[config.mk]
export PLATFORM = sky130hd
export DESIGN_NAME = tcp_header_filter_counters_top
export DESIGN_NICKNAME = d
export VERILOG_FILES = /design/src/rtl/tcphf_pkg.sv /design/src/rtl/tcphf_front.sv /design/src/rtl/tcphf_queue.sv /design/src/rtl/tcphf_back.sv /design/src/rtl/tcp_header_filter_counters_top.sv
export SDC_FILE = /design/constraint.sdc
export NUM_CORES = 2
export LEC_CHECK = 0
export BUFFER_PORTS_ARGS = -buffer_cell sky130_fd_sc_hd__clkbuf_2
export CORE_MARGIN = 2
export CORE_UTILIZATION = 25
export CTS_BUF_LIST = sky130_fd_sc_hd__clkbuf_4
export CTS_CLUSTER_DIAMETER = 80
export DETAILED_ROUTE_END_ITERATION = 10
export GPL_TIMING_DRIVEN = 1
export HOLD_SLACK_MARGIN = 0.12
export PLACE_DENSITY = 0.42
export SLEW_MARGIN = 20
export SYNTH_ARGS = -nofsm -noshare
export SYNTH_HDL_FRONTEND = slang
export SYNTH_SLANG_ARGS = --single-unit
[constraint.sdc]
create_clock -name clk -period 12.9 [get_ports clk]
set_clock_uncertainty 0.15 [all_clocks]
set_input_delay 0.645 -clock clk [delete_from_list [all_inputs] [get_ports clk]]
set_output_delay 0.645 -clock clk [all_outputs]
set_load 0.05 [all_outputs]
[src/rtl/tcphf_pkg.sv]
// Shared types and constants for the TCP header filter with statistics counters.
package tcphf_pkg;

	// Field widths fixed by the packet formats
	localparam int unsigned ADDR_W      = 32;
	localparam int unsigned PORT_W      = 16;
	localparam int unsigned LEN_W       = 16;
	localparam int unsigned BYTE_W      = 8;
	localparam int unsigned NIBBLE_W    = 4;
	localparam int unsigned VALUE_W     = 64;
	localparam int unsigned CFG_DATA_W  = 32;
	localparam int unsigned CFG_ADDR_W  = 2;
	localparam int unsigned IN_DATA_W   = 152;
	localparam int unsigned OUT_DATA_W  = 80;

	// Statistics counter bank
	localparam int unsigned NUM_COUNTERS = 11;
	localparam int unsigned CIDX_W       = 4;
	localparam logic [CIDX_W-1:0] C_SEEN      = 4'd0;
	localparam logic [CIDX_W-1:0] C_TCP       = 4'd1;
	localparam logic [CIDX_W-1:0] C_IPBYTES   = 4'd2;
	localparam logic [CIDX_W-1:0] C_PAYLOAD   = 4'd3;
	localparam logic [CIDX_W-1:0] C_SYN       = 4'd4;
	localparam logic [CIDX_W-1:0] C_ACK       = 4'd5;
	localparam logic [CIDX_W-1:0] C_FIN       = 4'd6;
	localparam logic [CIDX_W-1:0] C_RST       = 4'd7;
	localparam logic [CIDX_W-1:0] C_PSH       = 4'd8;
	localparam logic [CIDX_W-1:0] C_FILTERED  = 4'd9;
	localparam logic [CIDX_W-1:0] C_MALFORMED = 4'd10;

	// TCP flag bit positions
	localparam int unsigned FLAG_FIN = 0;
	localparam int unsigned FLAG_SYN = 1;
	localparam int unsigned FLAG_RST = 2;
	localparam int unsigned FLAG_PSH = 3;
	localparam int unsigned FLAG_ACK = 4;

	// Header constants
	localparam logic [BYTE_W-1:0]   BASE_HDR_BYTES = 8'd20;
	localparam logic [NIBBLE_W-1:0] IP_VERSION_4   = 4'd4;
	localparam logic [BYTE_W-1:0]   PROTO_TCP      = 8'd6;

	// Request opcodes
	localparam logic OP_HEADER = 1'b0;
	localparam logic OP_READ   = 1'b1;

	// Configuration register indexes
	localparam logic [CFG_ADDR_W-1:0] REG_SRC_ADDR = 2'd0;
	localparam logic [CFG_ADDR_W-1:0] REG_DST_ADDR = 2'd1;
	localparam logic [CFG_ADDR_W-1:0] REG_SRC_PORT = 2'd2;
	localparam logic [CFG_ADDR_W-1:0] REG_DST_PORT = 2'd3;

	// Command queue between front and back
	localparam int unsigned QUEUE_DEPTH = 4;
	localparam int unsigned QUEUE_AW    = $clog2(QUEUE_DEPTH);

	typedef enum logic [1:0] {
		CLASS_IGNORED   = 2'd0,
		CLASS_FILTERED  = 2'd1,
		CLASS_MALFORMED = 2'd2,
		CLASS_COUNTED   = 2'd3
	} class_t;

	// Unpacked input request
	typedef struct packed {
		logic                opcode;
		logic [BYTE_W-1:0]   captured_length;
		logic [BYTE_W-1:0]   version_and_ihl;
		logic [BYTE_W-1:0]   ip_protocol;
		logic [ADDR_W-1:0]   src_addr;
		logic [ADDR_W-1:0]   dst_addr;
		logic [LEN_W-1:0]    total_length;
		logic [PORT_W-1:0]   src_port;
		logic [PORT_W-1:0]   dst_port;
		logic [NIBBLE_W-1:0] tcp_header_words;
		logic [BYTE_W-1:0]   tcp_flags;
		logic [CIDX_W-1:0]   counter_index;
	} in_item_t;

	// Classified command handed to the counter bank
	typedef struct packed {
		logic              is_read;
		class_t            pkt_class;
		logic [LEN_W-1:0]  payload_length;
		logic [LEN_W-1:0]  total_length;
		logic [BYTE_W-1:0] tcp_flags;
		logic [CIDX_W-1:0] counter_index;
	} cmd_t;

	// Queue status seen by the top level
	typedef struct packed {
		logic full;
		logic empty;
	} q_status_t;

endpackage

[src/rtl/tcphf_front.sv]
// Front end: filter registers and per-request header classification.
module tcphf_front (
	input  logic                            clk,
	input  logic                            arst_n,
	input  logic                            cfg_we,
	input  logic [tcphf_pkg::CFG_ADDR_W-1:0] cfg_addr,
	input  logic [tcphf_pkg::CFG_DATA_W-1:0] cfg_data,
	input  tcphf_pkg::in_item_t             item,
	output tcphf_pkg::cmd_t                 cmd
);
	import tcphf_pkg::*;

	logic [ADDR_W-1:0] flt_src_addr_q;
	logic [ADDR_W-1:0] flt_dst_addr_q;
	logic [PORT_W-1:0] flt_src_port_q;
	logic [PORT_W-1:0] flt_dst_port_q;

	logic [5:0]        ip_len;
	logic [5:0]        tcp_len;
	logic [6:0]        hdr_sum;
	logic [BYTE_W-1:0] cap_need;
	logic              addr_ok;
	logic              port_ok;
	class_t            pkt_class;

	// Hold the filter registers; writes beyond the list are dropped
	always_ff @(posedge clk or negedge arst_n) begin
		if (!arst_n) begin
			flt_src_addr_q <= '0;
			flt_dst_addr_q <= '0;
			flt_src_port_q <= '0;
			flt_dst_port_q <= '0;
		end else if (cfg_we) begin
			unique case (cfg_addr)
				REG_SRC_ADDR: flt_src_addr_q <= cfg_data;
				REG_DST_ADDR: flt_dst_addr_q <= cfg_data;
				REG_SRC_PORT: flt_src_port_q <= cfg_data[PORT_W-1:0];
				REG_DST_PORT: flt_dst_port_q <= cfg_data[PORT_W-1:0];
				default: ;
			endcase
		end
	end

	// Header lengths in bytes and the match terms
	assign ip_len   = {item.version_and_ihl[NIBBLE_W-1:0], 2'b00};
	assign tcp_len  = {item.tcp_header_words, 2'b00};
	assign hdr_sum  = {1'b0, ip_len} + {1'b0, tcp_len};
	assign cap_need = {2'b00, ip_len} + BASE_HDR_BYTES;
	assign addr_ok  = (flt_src_addr_q == '0 || item.src_addr == flt_src_addr_q) &&
	                  (flt_dst_addr_q == '0 || item.dst_addr == flt_dst_addr_q);
	assign port_ok  = (flt_src_port_q == '0 || item.src_port == flt_src_port_q) &&
	                  (flt_dst_port_q == '0 || item.dst_port == flt_dst_port_q);

	// Classify in the order the checks take precedence
	always_comb begin
		if (item.captured_length < BASE_HDR_BYTES) begin
			pkt_class = CLASS_IGNORED;
		end else if (item.version_and_ihl[BYTE_W-1:NIBBLE_W] != IP_VERSION_4 ||
		             item.ip_protocol != PROTO_TCP) begin
			pkt_class = CLASS_IGNORED;
		end else if (!addr_ok) begin
			pkt_class = CLASS_FILTERED;
		end else if ({2'b00, ip_len} < BASE_HDR_BYTES || item.captured_length < cap_need) begin
			pkt_class = CLASS_MALFORMED;
		end else if (!port_ok) begin
			pkt_class = CLASS_FILTERED;
		end else if ({2'b00, tcp_len} < BASE_HDR_BYTES ||
		             item.total_length < {9'd0, hdr_sum}) begin
			pkt_class = CLASS_MALFORMED;
		end else begin
			pkt_class = CLASS_COUNTED;
		end
	end

	// Build the command for the counter bank
	always_comb begin
		cmd.is_read        = (item.opcode == OP_READ);
		cmd.pkt_class      = cmd.is_read ? CLASS_IGNORED : pkt_class;
		cmd.payload_length = (cmd.pkt_class == CLASS_COUNTED) ?
		                     (item.total_length - {9'd0, hdr_sum}) : '0;
		cmd.total_length   = item.total_length;
		cmd.tcp_flags      = item.tcp_flags;
		cmd.counter_index  = item.counter_index;
	end

endmodule

[src/rtl/tcphf_queue.sv]
// Short command queue that decouples the classifier from the counter bank.
module tcphf_queue (
	input  logic                   clk,
	input  logic                   arst_n,
	input  logic                   push,
	input  tcphf_pkg::cmd_t        push_cmd,
	input  logic                   pop,
	output tcphf_pkg::cmd_t        head_cmd,
	output tcphf_pkg::q_status_t   status
);
	import tcphf_pkg::*;

	cmd_t                entry_q [QUEUE_DEPTH];
	logic [QUEUE_AW-1:0] wr_ptr_q;
	logic [QUEUE_AW-1:0] rd_ptr_q;
	logic [QUEUE_AW:0]   count_q;

	// Write the entry at the tail
	always_ff @(posedge clk) begin
		if (push) begin
			entry_q[wr_ptr_q] <= push_cmd;
		end
	end

	// Advance pointers and the fill count
	always_ff @(posedge clk or negedge arst_n) begin
		if (!arst_n) begin
			wr_ptr_q <= '0;
			rd_ptr_q <= '0;
			count_q  <= '0;
		end else begin
			if (push) begin
				wr_ptr_q <= wr_ptr_q + 1'b1;
			end
			if (pop) begin
				rd_ptr_q <= rd_ptr_q + 1'b1;
			end
			if (push && !pop) begin
				count_q <= count_q + 1'b1;
			end else if (pop && !push) begin
				count_q <= count_q - 1'b1;
			end
		end
	end

	assign head_cmd     = entry_q[rd_ptr_q];
	assign status.full  = (count_q == (QUEUE_AW+1)'(QUEUE_DEPTH));
	assign status.empty = (count_q == '0);

endmodule

[src/rtl/tcphf_back.sv]
// Back end: statistics counter bank and the registered result stage.
module tcphf_back #(
	parameter int unsigned COUNTER_WIDTH = 64
) (
	input  logic                          clk,
	input  logic                          arst_n,
	input  tcphf_pkg::cmd_t               cmd,
	input  logic                          cmd_avail,
	output logic                          cmd_pop,
	output logic                          out_valid,
	input  logic                          out_ready,
	output tcphf_pkg::class_t             out_class,
	output logic [tcphf_pkg::LEN_W-1:0]   out_payload,
	output logic [tcphf_pkg::VALUE_W-1:0] out_value
);
	import tcphf_pkg::*;

	localparam logic [COUNTER_WIDTH-1:0] ONE = COUNTER_WIDTH'(1);

	logic [COUNTER_WIDTH-1:0] cnt_q [NUM_COUNTERS];
	logic [COUNTER_WIDTH-1:0] cnt_d [NUM_COUNTERS];
	logic                     out_valid_q;
	class_t                   out_class_q;
	logic [LEN_W-1:0]         out_payload_q;
	logic [VALUE_W-1:0]       out_value_q;
	logic [VALUE_W-1:0]       read_value;

	// Take the next command when the result register is free or draining
	assign cmd_pop = cmd_avail && (!out_valid_q || out_ready);

	// Select the counter for a read request
	always_comb begin
		if (cmd.counter_index < CIDX_W'(NUM_COUNTERS)) begin
			read_value = VALUE_W'(cnt_q[cmd.counter_index]);
		end else begin
			read_value = '0;
		end
	end

	// Next counter values for a header request
	always_comb begin
		cnt_d = cnt_q;
		if (cmd_pop && !cmd.is_read) begin
			cnt_d[C_SEEN] = cnt_q[C_SEEN] + ONE;
			unique case (cmd.pkt_class)
				CLASS_FILTERED: cnt_d[C_FILTERED] = cnt_q[C_FILTERED] + ONE;
				CLASS_MALFORMED: cnt_d[C_MALFORMED] = cnt_q[C_MALFORMED] + ONE;
				CLASS_COUNTED: begin
					cnt_d[C_TCP]     = cnt_q[C_TCP] + ONE;
					cnt_d[C_IPBYTES] = cnt_q[C_IPBYTES] + COUNTER_WIDTH'(cmd.total_length);
					cnt_d[C_PAYLOAD] = cnt_q[C_PAYLOAD] + COUNTER_WIDTH'(cmd.payload_length);
					if (cmd.tcp_flags[FLAG_SYN]) cnt_d[C_SYN] = cnt_q[C_SYN] + ONE;
					if (cmd.tcp_flags[FLAG_ACK]) cnt_d[C_ACK] = cnt_q[C_ACK] + ONE;
					if (cmd.tcp_flags[FLAG_FIN]) cnt_d[C_FIN] = cnt_q[C_FIN] + ONE;
					if (cmd.tcp_flags[FLAG_RST]) cnt_d[C_RST] = cnt_q[C_RST] + ONE;
					if (cmd.tcp_flags[FLAG_PSH]) cnt_d[C_PSH] = cnt_q[C_PSH] + ONE;
				end
				CLASS_IGNORED: ;
				default: ;
			endcase
		end
	end

	// Hold the counter bank
	always_ff @(posedge clk or negedge arst_n) begin
		if (!arst_n) begin
			for (int i = 0; i < NUM_COUNTERS; i++) begin
				cnt_q[i] <= '0;
			end
		end else begin
			cnt_q <= cnt_d;
		end
	end

	// Result valid flag
	always_ff @(posedge clk or negedge arst_n) begin
		if (!arst_n) begin
			out_valid_q <= 1'b0;
		end else if (cmd_pop) begin
			out_valid_q <= 1'b1;
		end else if (out_ready) begin
			out_valid_q <= 1'b0;
		end
	end

	// Result payload
	always_ff @(posedge clk) begin
		if (cmd_pop) begin
			out_class_q   <= cmd.pkt_class;
			out_payload_q <= cmd.payload_length;
			out_value_q   <= cmd.is_read ? read_value : '0;
		end
	end

	assign out_valid   = out_valid_q;
	assign out_class   = out_class_q;
	assign out_payload = out_payload_q;
	assign out_value   = out_value_q;

endmodule

[src/rtl/tcp_header_filter_counters_top.sv]
// Top level of the TCP header filter with statistics counters.
// Accepts one request per clock: a parsed IPv4/TCP header is classified as
// ignored, filtered, malformed or counted and updates eleven wrapping
// statistics counters; a read request returns one counter. Each request gives
// exactly one result, registered in the command queue and then in the result
// stage before it is presented. Each header request does a read-modify-write
// of the counter bank. A four-entry command queue lets the input keep flowing
// while the output is stalled, and s_axis_tready drops only when that queue is
// full. Filter registers are written through cfg_we/cfg_addr/cfg_data; the
// user must do so only while idle, which the block itself does not enforce.
module tcp_header_filter_counters_top #(
	parameter int unsigned COUNTER_WIDTH = 64
) (
	input  logic                                  clk,
	input  logic                                  arst_n,
	input  logic                                  cfg_we,
	input  logic [tcphf_pkg::CFG_ADDR_W-1:0]      cfg_addr,
	input  logic [tcphf_pkg::CFG_DATA_W-1:0]      cfg_data,
	input  logic                                  s_axis_tvalid,
	output logic                                  s_axis_tready,
	// captured_length, version_and_ihl, ip_protocol, src_addr, dst_addr,
	// total_length, src_port, dst_port, tcp_header_words, tcp_flags, counter_index
	input  logic [tcphf_pkg::IN_DATA_W-1:0]       s_axis_tdata,
	// opcode
	input  logic                                  s_axis_tuser,
	output logic                                  m_axis_tvalid,
	input  logic                                  m_axis_tready,
	// payload_length, counter_value
	output logic [tcphf_pkg::OUT_DATA_W-1:0]      m_axis_tdata,
	// packet_class
	output logic [1:0]                            m_axis_tuser
);
	import tcphf_pkg::*;

	in_item_t  item;
	cmd_t      front_cmd;
	cmd_t      head_cmd;
	q_status_t q_st;
	logic      push;
	logic      pop;
	class_t    out_class;
	logic [LEN_W-1:0]   out_payload;
	logic [VALUE_W-1:0] out_value;

	// Unpack the request
	assign item.opcode           = s_axis_tuser;
	assign item.captured_length  = s_axis_tdata[7:0];
	assign item.version_and_ihl  = s_axis_tdata[15:8];
	assign item.ip_protocol      = s_axis_tdata[23:16];
	assign item.src_addr         = s_axis_tdata[55:24];
	assign item.dst_addr         = s_axis_tdata[87:56];
	assign item.total_length     = s_axis_tdata[103:88];
	assign item.src_port         = s_axis_tdata[119:104];
	assign item.dst_port         = s_axis_tdata[135:120];
	assign item.tcp_header_words = s_axis_tdata[139:136];
	assign item.tcp_flags        = s_axis_tdata[147:140];
	assign item.counter_index    = s_axis_tdata[151:148];

	assign s_axis_tready = !q_st.full;
	assign push          = s_axis_tvalid && s_axis_tready;

	tcphf_front u_front (
		.clk      (clk),
		.arst_n   (arst_n),
		.cfg_we   (cfg_we),
		.cfg_addr (cfg_addr),
		.cfg_data (cfg_data),
		.item     (item),
		.cmd      (front_cmd)
	);

	tcphf_queue u_queue (
		.clk      (clk),
		.arst_n   (arst_n),
		.push     (push),
		.push_cmd (front_cmd),
		.pop      (pop),
		.head_cmd (head_cmd),
		.status   (q_st)
	);

	tcphf_back #(
		.COUNTER_WIDTH (COUNTER_WIDTH)
	) u_back (
		.clk         (clk),
		.arst_n      (arst_n),
		.cmd         (head_cmd),
		.cmd_avail   (!q_st.empty),
		.cmd_pop     (pop),
		.out_valid   (m_axis_tvalid),
		.out_ready   (m_axis_tready),
		.out_class   (out_class),
		.out_payload (out_payload),
		.out_value   (out_value)
	);

	// Pack the result
	assign m_axis_tdata = {out_value, out_payload};
	assign m_axis_tuser = out_class;

	// A request never enters a full queue
	a_no_push_full: assert property (@(posedge clk) disable iff (!arst_n)
		q_st.full |-> !push)
		else $error("request accepted while queue full");

	// Payload is reported only for counted packets
	a_payload_counted: assert property (@(posedge clk) disable iff (!arst_n)
		m_axis_tvalid && m_axis_tuser != CLASS_COUNTED |-> m_axis_tdata[15:0] == '0)
		else $error("payload on a packet that was not counted");

	// A counter value comes only with a read result
	a_value_read: assert property (@(posedge clk) disable iff (!arst_n)
		m_axis_tvalid && m_axis_tdata[79:16] != '0 |-> m_axis_tuser == CLASS_IGNORED)
		else $error("counter value on a header result");

	// A queued command reaches the output when it is free
	a_drain: assert property (@(posedge clk) disable iff (!arst_n)
		!q_st.empty && !m_axis_tvalid |=> m_axis_tvalid)
		else $error("queued command not moved to the output");

endmodule

==> impl_results.rst <==
.. list-table::
   :header-rows: 1

   * - Metric
     - Value
   * - Number of antenna violations at the first check in global routing
     - 10
   * - Register bit count reported by yosys
     - 1066
   * - Endpoint of the most critical register-to-register path
     - u_back.cnt_q[481]
   * - Post-Synthesis Cell Area
     - 52600 µm²
   * - Critical path buffer and inverter count
     - 1
   * - Portion of the post-synthesis area used by sequential elements
     - 0.532
   * - First-pass GRT wire length
     - 245000 µm
   * - Final ANT Viol Nets
     - 0
   * - Number of fill cells
     - 22000
   * - Synthesis Warnings
     - 0
   * - Status
     - finished clean
   * - Class of the worst hold path
     - in2reg
   * - Routed via count
     - 37500
   * - Setup slack on the worst flop-to-flop path
     - 7.60 ns
   * - Initial standard-cell utilization of the core
     - 0.251
   * - Top Family by Delay on Critical Path
     - simple AND/OR/NAND/NOR gates
   * - Pre-antenna DRT Iters
     - 8
   * - Worst ir drop on vdd
     - 0.124 mV
   * - Total global routing overflow
     - 0
   * - Number of DRC violations after detailed routing
     - 0
   * - Peak fanout along the critical path
     - 28
   * - Leakage power summed over all cells
     - 25.9 nW
   * - Cell with the largest stage delay on the worst path
     - nor3_2
   * - Routability congestion estimate from global placement
     - 0.815
   * - Share of the synthesized area in the top cell type
     - 0.385
   * - Final Core Density
     - 0.300
   * - Most frequent cells in the layout
     - dfrtp_1 (806), xnor2_1 (588), clkbuf_4 (472)
   * - Number of standard cells after synthesis
     - 4439
   * - Achievable clock frequency
     - 0.189 GHz
   * - Violation count after the first detailed-route iteration
     - 2597
   * - Share of async-settable or async-resettable flops after synthesis
     - 0.758
   * - Slew Limit Fails
     - 0
   * - Number of enable flip-flop cells after synthesis
     - 258
   * - Insertion delay to the later sink of the worst-skew pair
     - 1.32 ns
   * - Critical path type
     - reg2reg
   * - Critical Path Source Type
     - flop
   * - RSZ-0062 raised after global routing
     - false
   * - CTS tree
     - done
   * - Core box area
     - 209000 µm²
   * - Maximum number of pins on one net before global-route repair
     - 163
   * - Worst rel slew slack
     - 0.231
   * - Slew at the pin with the worst max-slew slack
     - 1.15 ns
   * - Data required time of the worst path
     - 13.86 ns
   * - Setup TNS Final
     - 0 ns
   * - Area delta synth->final
     - 19.3%
   * - Cell count of the worst hold path
     - 7
   * - CTS Sinks
     - 1066
   * - Peak per-stage delay on the critical path
     - 0.85 ns
   * - Setup fix buffers added after clock tree synthesis
     - 0
   * - Maximum number of buffers from clock root to sink
     - 4
   * - Total wire length
     - 161000 µm
   * - Areal power density over the cells
     - 175 nW/µm²
   * - Final net count
     - 5348
   * - DIE WIDTH
     - 463 µm
   * - Detail-routed via count per cell
     - 4.62
   * - List of cells traversed by the critical path
     - buf_4 -> mux4_2 -> ha_1 -> a21o_1 -> nand4_1 -> a21oi_1 -> o32ai_1 -> nor3_2 -> nand2_1 -> or3_1 -> xnor2_1
   * - Top-level port count
     - 276
   * - Final critical delay including setup and external delays
     - 5.30 ns
   * - R2r startpoint
     - u_queue.rd_ptr_q[0]
   * - Root Buffer
     - clkbuf_4
   * - Clock input transition at the sequential cells of the worst setup and hold paths
     - 0.07 ns
   * - Crit end category
     - flop
   * - Unique cell type count in the Yosys netlist
     - 70
   * - Share of post-route cells with drive strength above 1
     - 0.213
   * - Number of cell instances on the worst register-to-register path
     - 11
   * - Number of global-route vias before repair
     - 38500
   * - Final number of setup-violating endpoints
     - 0
   * - Final critical-path share of the clock period
     - 0.411
   * - Capture point of the critical path
     - u_back.cnt_q[481]
   * - Worst Setup SP
     - u_queue.rd_ptr_q[0]
   * - Critical Path Stages
     - 11
   * - Largest area contributor in the netlist
     - dfrtp_1
   * - Die Ht
     - 463 µm
   * - Most area-consuming cells after synthesis
     - dfrtp_1 (38%), edfxtp_1 (15%), xnor2_1 (9.8%)
   * - Total global routing track utilization
     - 0.150
   * - Number of levels in the clock H-tree
     - 5
   * - Die outline area
     - 214000 µm²
   * - Hold Vio Cnt, Final
     - 0
   * - Total of max-cap violations
     - 0
   * - Synthesized Nets
     - 4697
   * - Mean Syn Cell Area
     - 11.8 µm²
   * - Final routed wire length divided by cell count
     - 19.9 µm
   * - Most common library cell in the layout ignoring fill and taps
     - dfrtp_1
   * - Row cnt
     - 168
   * - PortBufs
     - 270
   * - Dominant register cell in the synthesized netlist
     - dfrtp_1
   * - Detailed-placement wirelength estimate
     - 115000 µm
   * - Clock buffer count from CTS
     - 327
   * - CP Data Arrival Time
     - 6.26 ns
Yosys cell counts, types with 78 or more instances:
cell type,count
nand3_1,283
nand4_1,196
xor2_1,216
nand2_1,471
mux4_2,167
and3_1,132
dfrtp_1,808
nor2_1,202
a21oi_1,163
mux2_2,104
xnor2_1,588
edfxtp_1,258
clkbuf_1,102
nor3_1,78
layer usage:
layer | part of all wire | track usage | up-vias
li1 | - | - | 17500
met1 | 0.46 | 0.206 | 18700
met2 | 0.45 | 0.231 | 947
met3 | 0.050 | 0.0324 | 333
met4 | 0.031 | 0.0540 | 6
met5 | 0.00028 | 0 | -
report_power, final:
part           internal, mW  total [mW]  leakage, nW  switching [mW]
clock                  1.72        3.24         2.32            1.52
combinational          1.25        3.51         10.3            2.26
sequential             3.88        4.20         13.3           0.321
total                  6.85        11.0         25.9            4.11
flip-flops by register name (all words and copies together), names as in the netlist:
| name | cells |
|---|---|
| u_back.cnt_q | 704 |
| u_back.out_class | 2 |
| u_back.out_payload | 16 |
| u_back.out_valid | 1 |
| u_back.out_value | 64 |
| u_front.flt_dst_addr_q | 32 |
| u_front.flt_dst_port_q | 16 |
| u_front.flt_src_addr_q | 32 |
| u_front.flt_src_port_q | 16 |
| u_queue.count_q | 3 |
| u_queue.entry_q | 176 |
| u_queue.rd_ptr_q | 2 |
| u_queue.wr_ptr_q | 2 |
worst min path at each step:
stage / startpoint / endpoint / slack [ns]
final: s_axis_tdata[138] / u_queue.entry_q[3][33] / 0.27
after global routing: s_axis_tdata[98] / u_queue.entry_q[1][38] / 0.17
after CTS: s_axis_tdata[138] / u_queue.entry_q[2][33] / 0.12
after detailed placement: u_back.cnt_q[575] / u_back.cnt_q[575] / 0.31
after global placement: u_back.cnt_q[255] / u_back.cnt_q[255] / 0.31
after floorplan: arst_n / u_back.cnt_q[0] / 0.20
stage by stage:
stage	hold slack (ns)	total power, mW	cell area, µm²	setup WS, ns	instances
5_1_grt	0.170	11.6	62700	7.30	8113
2_1_floorplan	0.199	6.61	52600	8.69	4439
6_report	0.270	11.0	62700	7.60	8115
3_5_place_dp	0.310	7.81	57300	7.25	7420
3_3_place_gp	0.309	7.79	57300	7.26	7420
4_1_cts	0.125	11.2	62700	7.23	8099
final cells by class:
class                      count  area, µm²  area share
antenna                       16       40.0    0.000638
clock buffer                 472       3540      0.0565
clock inverter                61        314     0.00501
inverter                      74        280     0.00447
multi-input combinational   3155      23800       0.380
sequential                  1066      28000       0.446
tap                         2805       3510      0.0560
timing repair buffer         466       3240      0.0517
worst reg2reg max path, delay by kind of cell (launching register included):
| family | cells | cell delay [ns] |
|---|---|---|
| compound gates | 3 | 0.94 |
| xor+xnor | 1 | 0.13 |
| fa+ha+maj | 1 | 0.32 |
| simple gates | 4 | 1.64 |
| flops | 1 | 0.70 |
| mux | 1 | 0.71 |
| buf+inv | 1 | 0.60 |
timing repair:
| action | in CTS | in global routing |
|---|---|---|
| gates resized for setup | 0 | 0 |
| endpoints found under the setup margin | 0 | 0 |
| endpoints found under the hold margin | 798 | 0 |
| hold buffers | 146 | 0 |
cell families after synthesis:
kind of cell,count (synthesis),share of synthesized area
AND/OR/NAND/NOR,1612,0.157
buffers and inverters,218,0.0163
XOR/XNOR,804,0.134
adder cells (fa/ha/maj),66,0.0164
multiplexers,340,0.108
flip-flops,1066,0.532
AO/OA/AOI/OAI,333,0.0361
(Power assumes the default switching activity.)
